<file path="config.mk">
export PLATFORM = sky130hd
export DESIGN_NAME = spm_ctrl
export DESIGN_NICKNAME = d
export VERILOG_FILES = /design/src/spm_pkg.sv /design/src/spm_ctrl.sv
export SDC_FILE = /design/constraint.sdc
export NUM_CORES = 1
export LEC_CHECK = 0
export BUFFER_PORTS_ARGS = -buffer_cell sky130_fd_sc_hd__clkbuf_2
export CAP_MARGIN = 20
export CORE_MARGIN = 2
export CORE_UTILIZATION = 46
export DETAILED_ROUTE_END_ITERATION = 16
export PLACE_DENSITY = 0.79
export REMOVE_ABC_BUFFERS = 1
export SYNTH_ARGS = -nofsm -noshare
export SYNTH_HDL_FRONTEND = slang
export SYNTH_SLANG_ARGS = --single-unit
</file>
<file path="constraint.sdc">
create_clock -name i_clk -period 1.7 [get_ports i_clk]
set_input_delay 0.255 -clock i_clk [delete_from_list [all_inputs] [get_ports i_clk]]
set_output_delay 0.255 -clock i_clk [all_outputs]
set_load 0.05 [all_outputs]
</file>
<file path="src/spm_pkg.sv">
package spm_pkg;

    localparam int MAX_KNOTS_DEF = 16;

    typedef enum logic [1:0] {
        ACT_CLEAR  = 2'd0,
        ACT_APPEND = 2'd1,
        ACT_EVAL   = 2'd2,
        ACT_NONE   = 2'd3
    } t_action;

    typedef enum logic [1:0] {
        STAT_OK    = 2'd0,
        STAT_EMPTY = 2'd1,
        STAT_ORDER = 2'd2,
        STAT_FULL  = 2'd3
    } t_status;

    typedef enum logic [1:0] {
        MUL_ADV_E,
        MUL_V0_E,
        MUL_DVE_E,
        MUL_V0_DIFF
    } t_mul_sel;

    typedef enum logic {
        DIV_DVE,
        DIV_ACC
    } t_div_sel;

    typedef enum logic [4:0] {
        S_IDLE,
        S_DISP,
        S_LOAD0,
        S_READ,
        S_SEG,
        S_CLAMP,
        S_MULA,
        S_DIVA,
        S_WAITA,
        S_MULB,
        S_MULC,
        S_INC,
        S_ADD,
        S_DIVB,
        S_WAITB,
        S_TAIL,
        S_TMUL,
        S_TINC,
        S_TADD,
        S_DONE
    } t_state;

    typedef struct packed {
        logic [1:0]         action;
        logic [31:0]        time_q16;
        logic [31:0]        speed_q16;
        logic signed [63:0] start_position;
    } t_in_item;

    typedef struct packed {
        logic [1:0]         status;
        logic signed [63:0] position;
        logic [31:0]        velocity;
        logic signed [31:0] acceleration;
        logic [4:0]         knots_held;
    } t_out_item;

    typedef struct packed {
        logic     latch_in;
        logic     do_clear;
        logic     do_append;
        logic     set_result;
        t_status  res_status;
        logic     load0;
        logic     advance;
        logic     seg_load;
        logic     clamp;
        logic     mul_en;
        t_mul_sel mul_sel;
        logic     div_start;
        t_div_sel div_sel;
        logic     dve_load;
        logic     term_load;
        logic     inc_load;
        logic     inc_tail;
        logic     pos_add;
        logic     vel_load;
        logic     acc_load;
        logic     tail_diff;
        logic     out_load;
    } t_cmd;

    typedef struct packed {
        t_action action;
        logic    empty;
        logic    full;
        logic    order_bad;
        logic    before_t1;
        logic    more_seg;
        logic    div_done;
        logic    out_busy;
    } t_stat;

endpackage

</file>
<file path="src/spm_ctrl.sv">
module spm_ctrl (
    input  logic           i_clk,
    input  logic           i_rst_n,
    input  logic           i_in_valid,
    output logic           o_in_ready,
    input  spm_pkg::t_stat i_stat,
    output spm_pkg::t_cmd  o_cmd
);

    spm_pkg::t_state r_state, n_state;

    always_ff @(posedge i_clk) begin
        if (!i_rst_n) r_state <= spm_pkg::S_IDLE;
        else r_state <= n_state;
    end

    always_comb begin
        n_state = r_state;
        unique case (r_state)
            spm_pkg::S_IDLE:  if (i_in_valid) n_state = spm_pkg::S_DISP;
            spm_pkg::S_DISP: begin
                if (i_stat.action == spm_pkg::ACT_EVAL && !i_stat.empty)
                    n_state = spm_pkg::S_LOAD0;
                else
                    n_state = spm_pkg::S_DONE;
            end
            spm_pkg::S_LOAD0: n_state = i_stat.more_seg ? spm_pkg::S_READ : spm_pkg::S_TAIL;
            spm_pkg::S_READ:  n_state = spm_pkg::S_SEG;
            spm_pkg::S_SEG:   n_state = spm_pkg::S_CLAMP;
            spm_pkg::S_CLAMP: n_state = spm_pkg::S_MULA;
            spm_pkg::S_MULA:  n_state = spm_pkg::S_DIVA;
            spm_pkg::S_DIVA:  n_state = spm_pkg::S_WAITA;
            spm_pkg::S_WAITA: if (i_stat.div_done) n_state = spm_pkg::S_MULB;
            spm_pkg::S_MULB:  n_state = spm_pkg::S_MULC;
            spm_pkg::S_MULC:  n_state = spm_pkg::S_INC;
            spm_pkg::S_INC:   n_state = spm_pkg::S_ADD;
            spm_pkg::S_ADD: begin
                priority if (i_stat.before_t1) n_state = spm_pkg::S_DIVB;
                else if (i_stat.more_seg) n_state = spm_pkg::S_READ;
                else n_state = spm_pkg::S_TAIL;
            end
            spm_pkg::S_DIVB:  n_state = spm_pkg::S_WAITB;
            spm_pkg::S_WAITB: if (i_stat.div_done) n_state = spm_pkg::S_DONE;
            spm_pkg::S_TAIL:  n_state = spm_pkg::S_TMUL;
            spm_pkg::S_TMUL:  n_state = spm_pkg::S_TINC;
            spm_pkg::S_TINC:  n_state = spm_pkg::S_TADD;
            spm_pkg::S_TADD:  n_state = spm_pkg::S_DONE;
            spm_pkg::S_DONE:  if (!i_stat.out_busy) n_state = spm_pkg::S_IDLE;
            default:          n_state = spm_pkg::S_IDLE;
        endcase
    end

    always_comb begin
        o_cmd          = '0;
        o_cmd.mul_sel  = spm_pkg::MUL_ADV_E;
        o_cmd.div_sel  = spm_pkg::DIV_DVE;
        o_cmd.res_status = spm_pkg::STAT_OK;
        o_in_ready     = (r_state == spm_pkg::S_IDLE);
        unique case (r_state)
            spm_pkg::S_IDLE: o_cmd.latch_in = i_in_valid && o_in_ready;
            spm_pkg::S_DISP: begin
                unique case (i_stat.action)
                    spm_pkg::ACT_CLEAR: begin
                        o_cmd.do_clear   = 1'b1;
                        o_cmd.set_result = 1'b1;
                    end
                    spm_pkg::ACT_APPEND: begin
                        o_cmd.set_result = 1'b1;
                        priority if (i_stat.full) o_cmd.res_status = spm_pkg::STAT_FULL;
                        else if (i_stat.order_bad) o_cmd.res_status = spm_pkg::STAT_ORDER;
                        else o_cmd.do_append = 1'b1;
                    end
                    spm_pkg::ACT_EVAL: begin
                        if (i_stat.empty) begin
                            o_cmd.set_result = 1'b1;
                            o_cmd.res_status = spm_pkg::STAT_EMPTY;
                        end
                    end
                    default: o_cmd.set_result = 1'b1;
                endcase
            end
            spm_pkg::S_LOAD0: o_cmd.load0 = 1'b1;
            spm_pkg::S_SEG:   o_cmd.seg_load = 1'b1;
            spm_pkg::S_CLAMP: o_cmd.clamp = 1'b1;
            spm_pkg::S_MULA: begin
                o_cmd.mul_en  = 1'b1;
                o_cmd.mul_sel = spm_pkg::MUL_ADV_E;
            end
            spm_pkg::S_DIVA: begin
                o_cmd.div_start = 1'b1;
                o_cmd.div_sel   = spm_pkg::DIV_DVE;
            end
            spm_pkg::S_WAITA: o_cmd.dve_load = i_stat.div_done;
            spm_pkg::S_MULB: begin
                o_cmd.mul_en  = 1'b1;
                o_cmd.mul_sel = spm_pkg::MUL_V0_E;
            end
            spm_pkg::S_MULC: begin
                o_cmd.term_load = 1'b1;
                o_cmd.mul_en    = 1'b1;
                o_cmd.mul_sel   = spm_pkg::MUL_DVE_E;
            end
            spm_pkg::S_INC: o_cmd.inc_load = 1'b1;
            spm_pkg::S_ADD: begin
                o_cmd.pos_add = 1'b1;
                o_cmd.advance = !i_stat.before_t1;
            end
            spm_pkg::S_DIVB: begin
                o_cmd.div_start = 1'b1;
                o_cmd.div_sel   = spm_pkg::DIV_ACC;
                o_cmd.vel_load  = 1'b1;
            end
            spm_pkg::S_WAITB: o_cmd.acc_load = i_stat.div_done;
            spm_pkg::S_TAIL:  o_cmd.tail_diff = 1'b1;
            spm_pkg::S_TMUL: begin
                o_cmd.mul_en  = 1'b1;
                o_cmd.mul_sel = spm_pkg::MUL_V0_DIFF;
            end
            spm_pkg::S_TINC: begin
                o_cmd.inc_load = 1'b1;
                o_cmd.inc_tail = 1'b1;
                o_cmd.vel_load = 1'b1;
                o_cmd.acc_load = 1'b1;
            end
            spm_pkg::S_TADD: o_cmd.pos_add = 1'b1;
            spm_pkg::S_DONE: o_cmd.out_load = !i_stat.out_busy;
            default: o_cmd.latch_in = 1'b0;
        endcase
    end

endmodule

</file>
# Word-level counts from Yosys, hierarchy flattened
# Cells that the tools add are included.
# totals
regBits	5
in_bits	12
# op_classes
mux	34
n_eq_ne	25
reduce_logical	11
# ops
operator	n
5-bit one-hot mux with 20 select lines	1
5-bit by 4-bit == test with 1-bit output (second input constant)	8
5-bit two-way mux	6
5-bit by 3-bit == test with 1-bit output (second input constant)	4
5-bit == test (second input constant)	4
1-bit two-way mux	18
3-bit one-hot mux with 4 select lines	1
5-bit by 2-bit == test with 1-bit output (second input constant)	2
4-bit two-way mux	2
2-bit inequality test (second input constant)	4
2-bit one-hot mux with 2 select lines	2
2-bit OR reduction	3
5-bit by 1-bit == test with 1-bit output (second input constant)	1
5-bit logical NOT	1
2-bit two-way mux	2
4-bit AND reduction	1
1-bit logical NOT	3
3-bit two-way mux	1
2-bit by 1-bit == test with 1-bit output (second input constant)	1
2-bit == test (second input constant)	1
1-bit logical AND	2
2-bit logical NOT	1
1-bit one-hot mux with 2 select lines	1

# Longest topological paths before layout
# logic_depth
ltp_word	4
ltp_mapped	6
depth_no_buf	6

# Worst setup path after synthesis
# No wires, ideal clock.
# synth_path
kind	register -> output
from	register r_state[2]
to	output o_cmd[15] (netlist bit)
t_arrival_ps	2341
required_time_ps	1445
slack_ps	-896
stages_incl_launch_ff	5
path_cell_list	dfxtp_1 -> buf_2 -> buf_2 -> nand2_1 -> nor4_1
# synth_rtl
item	line	text
start: declaration	spm_ctrl.sv:10	spm_pkg::t_state r_state, n_state;
start signal: assignment	spm_ctrl.sv:13	if (!i_rst_n) r_state <= spm_pkg::S_IDLE;
start signal: assignment	spm_ctrl.sv:14	else r_state <= n_state;
end: declaration	spm_ctrl.sv:7	output spm_pkg::t_cmd o_cmd

==> impl_metrics.ini <==
[drt]
dr.first_iter.drc_count = 111
dr.pass1.iters = 5
vias = 1288
ant_nets = 0
route.met2.wl_microns = 2040
avgViaCountPerCell = 6.440
wl_met1_microns = 1555
wl_per_cell_microns = 21.94
drc = 0
maxUsedRoutingLayer = met4
routed_wl_microns = 4387
wl_met3_microns = 549

[yosys]
synth.area.top_cells = dfxtp_1, nor3_1, nor2_1, ha_1, nand2_1
synth_top_cell_area_share_pct = 12.23
yosys_warnings = 0
syn_area_sq_um = 818.3
syn_avg_cell_area_sq_um = 6.763
synth_ff_type = dfxtp_1
synth_largest_area_cell = dfxtp_1
synth_seq_cells = 5
seq_area_frac_synth_pct = 12.23
synth_edf_count = 0
synth-async-reset-ratio_pct = 0
synth.distinct_cells = 43
syn_inst = 121

[timing]
worst_slack_ns = -0.2555
clock_skew_ns = 0.004150
period_minus_slack_ns = 1.955
drv_slew = 0
hold_viol = 0
fin_crit_sh_pct = 115.0
rsz0062_at_grt = yes
max_freq_mhz = 511.4
max-slew-margin-rel_pct = 76.27
setup_viol = 23
tightest_slew_ns = 0.3509

[worst_hold_path]
hp-class = primary input to register
hp-start = i_rst_n

[placement]
pre_cts_slack_ns = -0.001413
dpl.cell_count = 185
portBuffers = 36
dp_hpwl_microns = 1965
gp_congestion = 0.8783

[clocking]
cts_max_level = 1
ctsHoldBuffers = 0
path_clk_slew_ns = 0.05
clock_latency_ns = 0.26
clock_sinks = 5
cts_buffers = 3
clockBufferDepth = 2
cts_tree = yes
root_buffer = clkbuf_4

[critical_path]
reg2regPathDepth = 7
end_kind = output port
r2r-start = r_state[2]$_SDFFE_PN0P_
crit_end = o_cmd[13]
crit_slowest_cell = o32ai_1
path_depth = 4
crit_start = r_state[4]$_SDFFE_PN0P_
cp_common_cell = buf_4
crit_type = register to output port
crit_path_max_incr_delay_ns = 0.38
cp.required_ns = 1.44
worst_ep_arrival_time_ns = 1.70
critical_path.max_fanout = 9
r2r_end = r_state[4]$_SDFFE_PN0P_
worstPathCellList = buf_4 -> nand2b_2 -> o32ai_1 -> buf_4
r2r_slack_ns = -0.07
crit_path_start_kind = register
critPathBufInv = 2
path_delay_family = buffers and inverters

[run_status]
status = complete, but fails checks
violations = setup timing

[layout]
top_regs = r_state x5
final_common_cell = buf_4
final_layout_size_suffix_gt1_share_pct = 57.71
syn_to_final_growth_pct = 93.88
layout.nets = 191
top_register = r_state
mostFrequentLayoutCells = buf_4, clkbuf_2, buf_6, nand2_1, nor2_1
diodes = 0
final_cells = 200
largest_register_ffs = 5

[global_routing]
antenna_found_initial = 0
grt_first_pass_wirelength_microns = 4885
track_usage_pct = 32.17
grt_pass1_vias = 1035
grt_max_degree = 24
overflow = 0

[die]
io_pins = 37
core_area_sq_mm = 0.001708
dieHeight_microns = 46.18
fp-row-count = 15
initial_core_util_pct = 47.91
die_area_sq_mm = 0.002132
die_w_microns = 46.18

[power_and_ir_drop]
p_leak_nw = 0.6994
power.density_mw_per_mm2 = 1518
vdd_ir_drop_max_uv = 1162

[job]
maxCapViolations = 0
==> timing repair <==
action                                  4_1_cts  5_1_grt
resized for setup                            54       49
pin swaps                                     5        6
setup buffers                                 2        9
endpoints found under the setup margin       24       25
==> synth_stat cells (3+ instances only) <==
cell,instances
and3_1,3
o21ai_0,4
nor3_1,12
nor4_1,4
buf_2,5
dfxtp_1,5
nand2_1,10
nor2_1,12
nand2b_1,5
a21oi_1,6
ha_1,3
nor2b_1,3
inv_1,5
buf_6,3
nand3_1,4
==> logic make-up (layout without fill, tap and decap cells) <==
family	after synthesis	after routing	synth area share (%)
xor gates and xnor gates	3	3	3.212
and+or+nand+nor	65	65	43.73
adders and majority gates	3	3	4.588
buffers and inverters	17	71	11.77
DFF	5	5	12.23
AOI/OAI and AO/OA	28	28	24.46
==> final cells by class <==
type                       instances  area [sq um]
multi-input combinational         99         775.7
clock buffer                       4         26.28
sequential                         5         113.9
timing repair buffer              62         616.8
inverter                           5         22.52
tap                               25         31.28
fill                              59         121.4
==> worst reg2reg max path, cell delays in order (launching register included) <==
cell and delay, ns:
dfxtp_4 0.35, or3_4 0.42, buf_6 0.15, nor3_4 0.23
buf_4 0.17, buf_4 0.11, o31ai_1 0.07, nor2_1 0.18
==> through the flow <==
step	cell area, sq um	power, W	hold slack [ns]	setup TNS (ns)	utilization [%]
after global placement	1137	0.001610	0.5574	0	66.59
after global routing	1587	0.002491	0.3252	-3.049	92.89
after floorplan	740.7	0.001105	0.3696	-12.17	-
final	1587	0.002409	0.3140	-2.197	92.89
after CTS	1391	0.002069	0.3134	-0.8830	81.47
after detailed placement	1137	0.001639	0.5828	-0.001413	66.59
==> power by group <==
part	internal, W	switching (W)
sequential	0.000165	0.0000603
combinational	0.000850	0.00119
clock	0.0000894	0.0000583
total	0.00110	0.00130
==> metal layers <==
layer  vias to the layer above  track usage, %
li1                        551               -
met1                       591           40.14
met2                       112           53.61
met3                        34           7.843
met4                         0           10.29
met5                         -               0
==> worst min path at each step <==
stage | end | slack, ns | cells after the start
after floorplan | r_state[0]$_SDFFE_PN0P_ | 0.37 | 2
after global placement | r_state[0]$_SDFFE_PN0P_ | 0.56 | 3
after detailed placement | r_state[0]$_SDFFE_PN0P_ | 0.58 | 3
after CTS | r_state[2]$_SDFFE_PN0P_ | 0.31 | 3
after global routing | r_state[0]$_SDFFE_PN0P_ | 0.33 | 3
final | r_state[0]$_SDFFE_PN0P_ | 0.31 | 3
(Power assumes the default switching activity.)
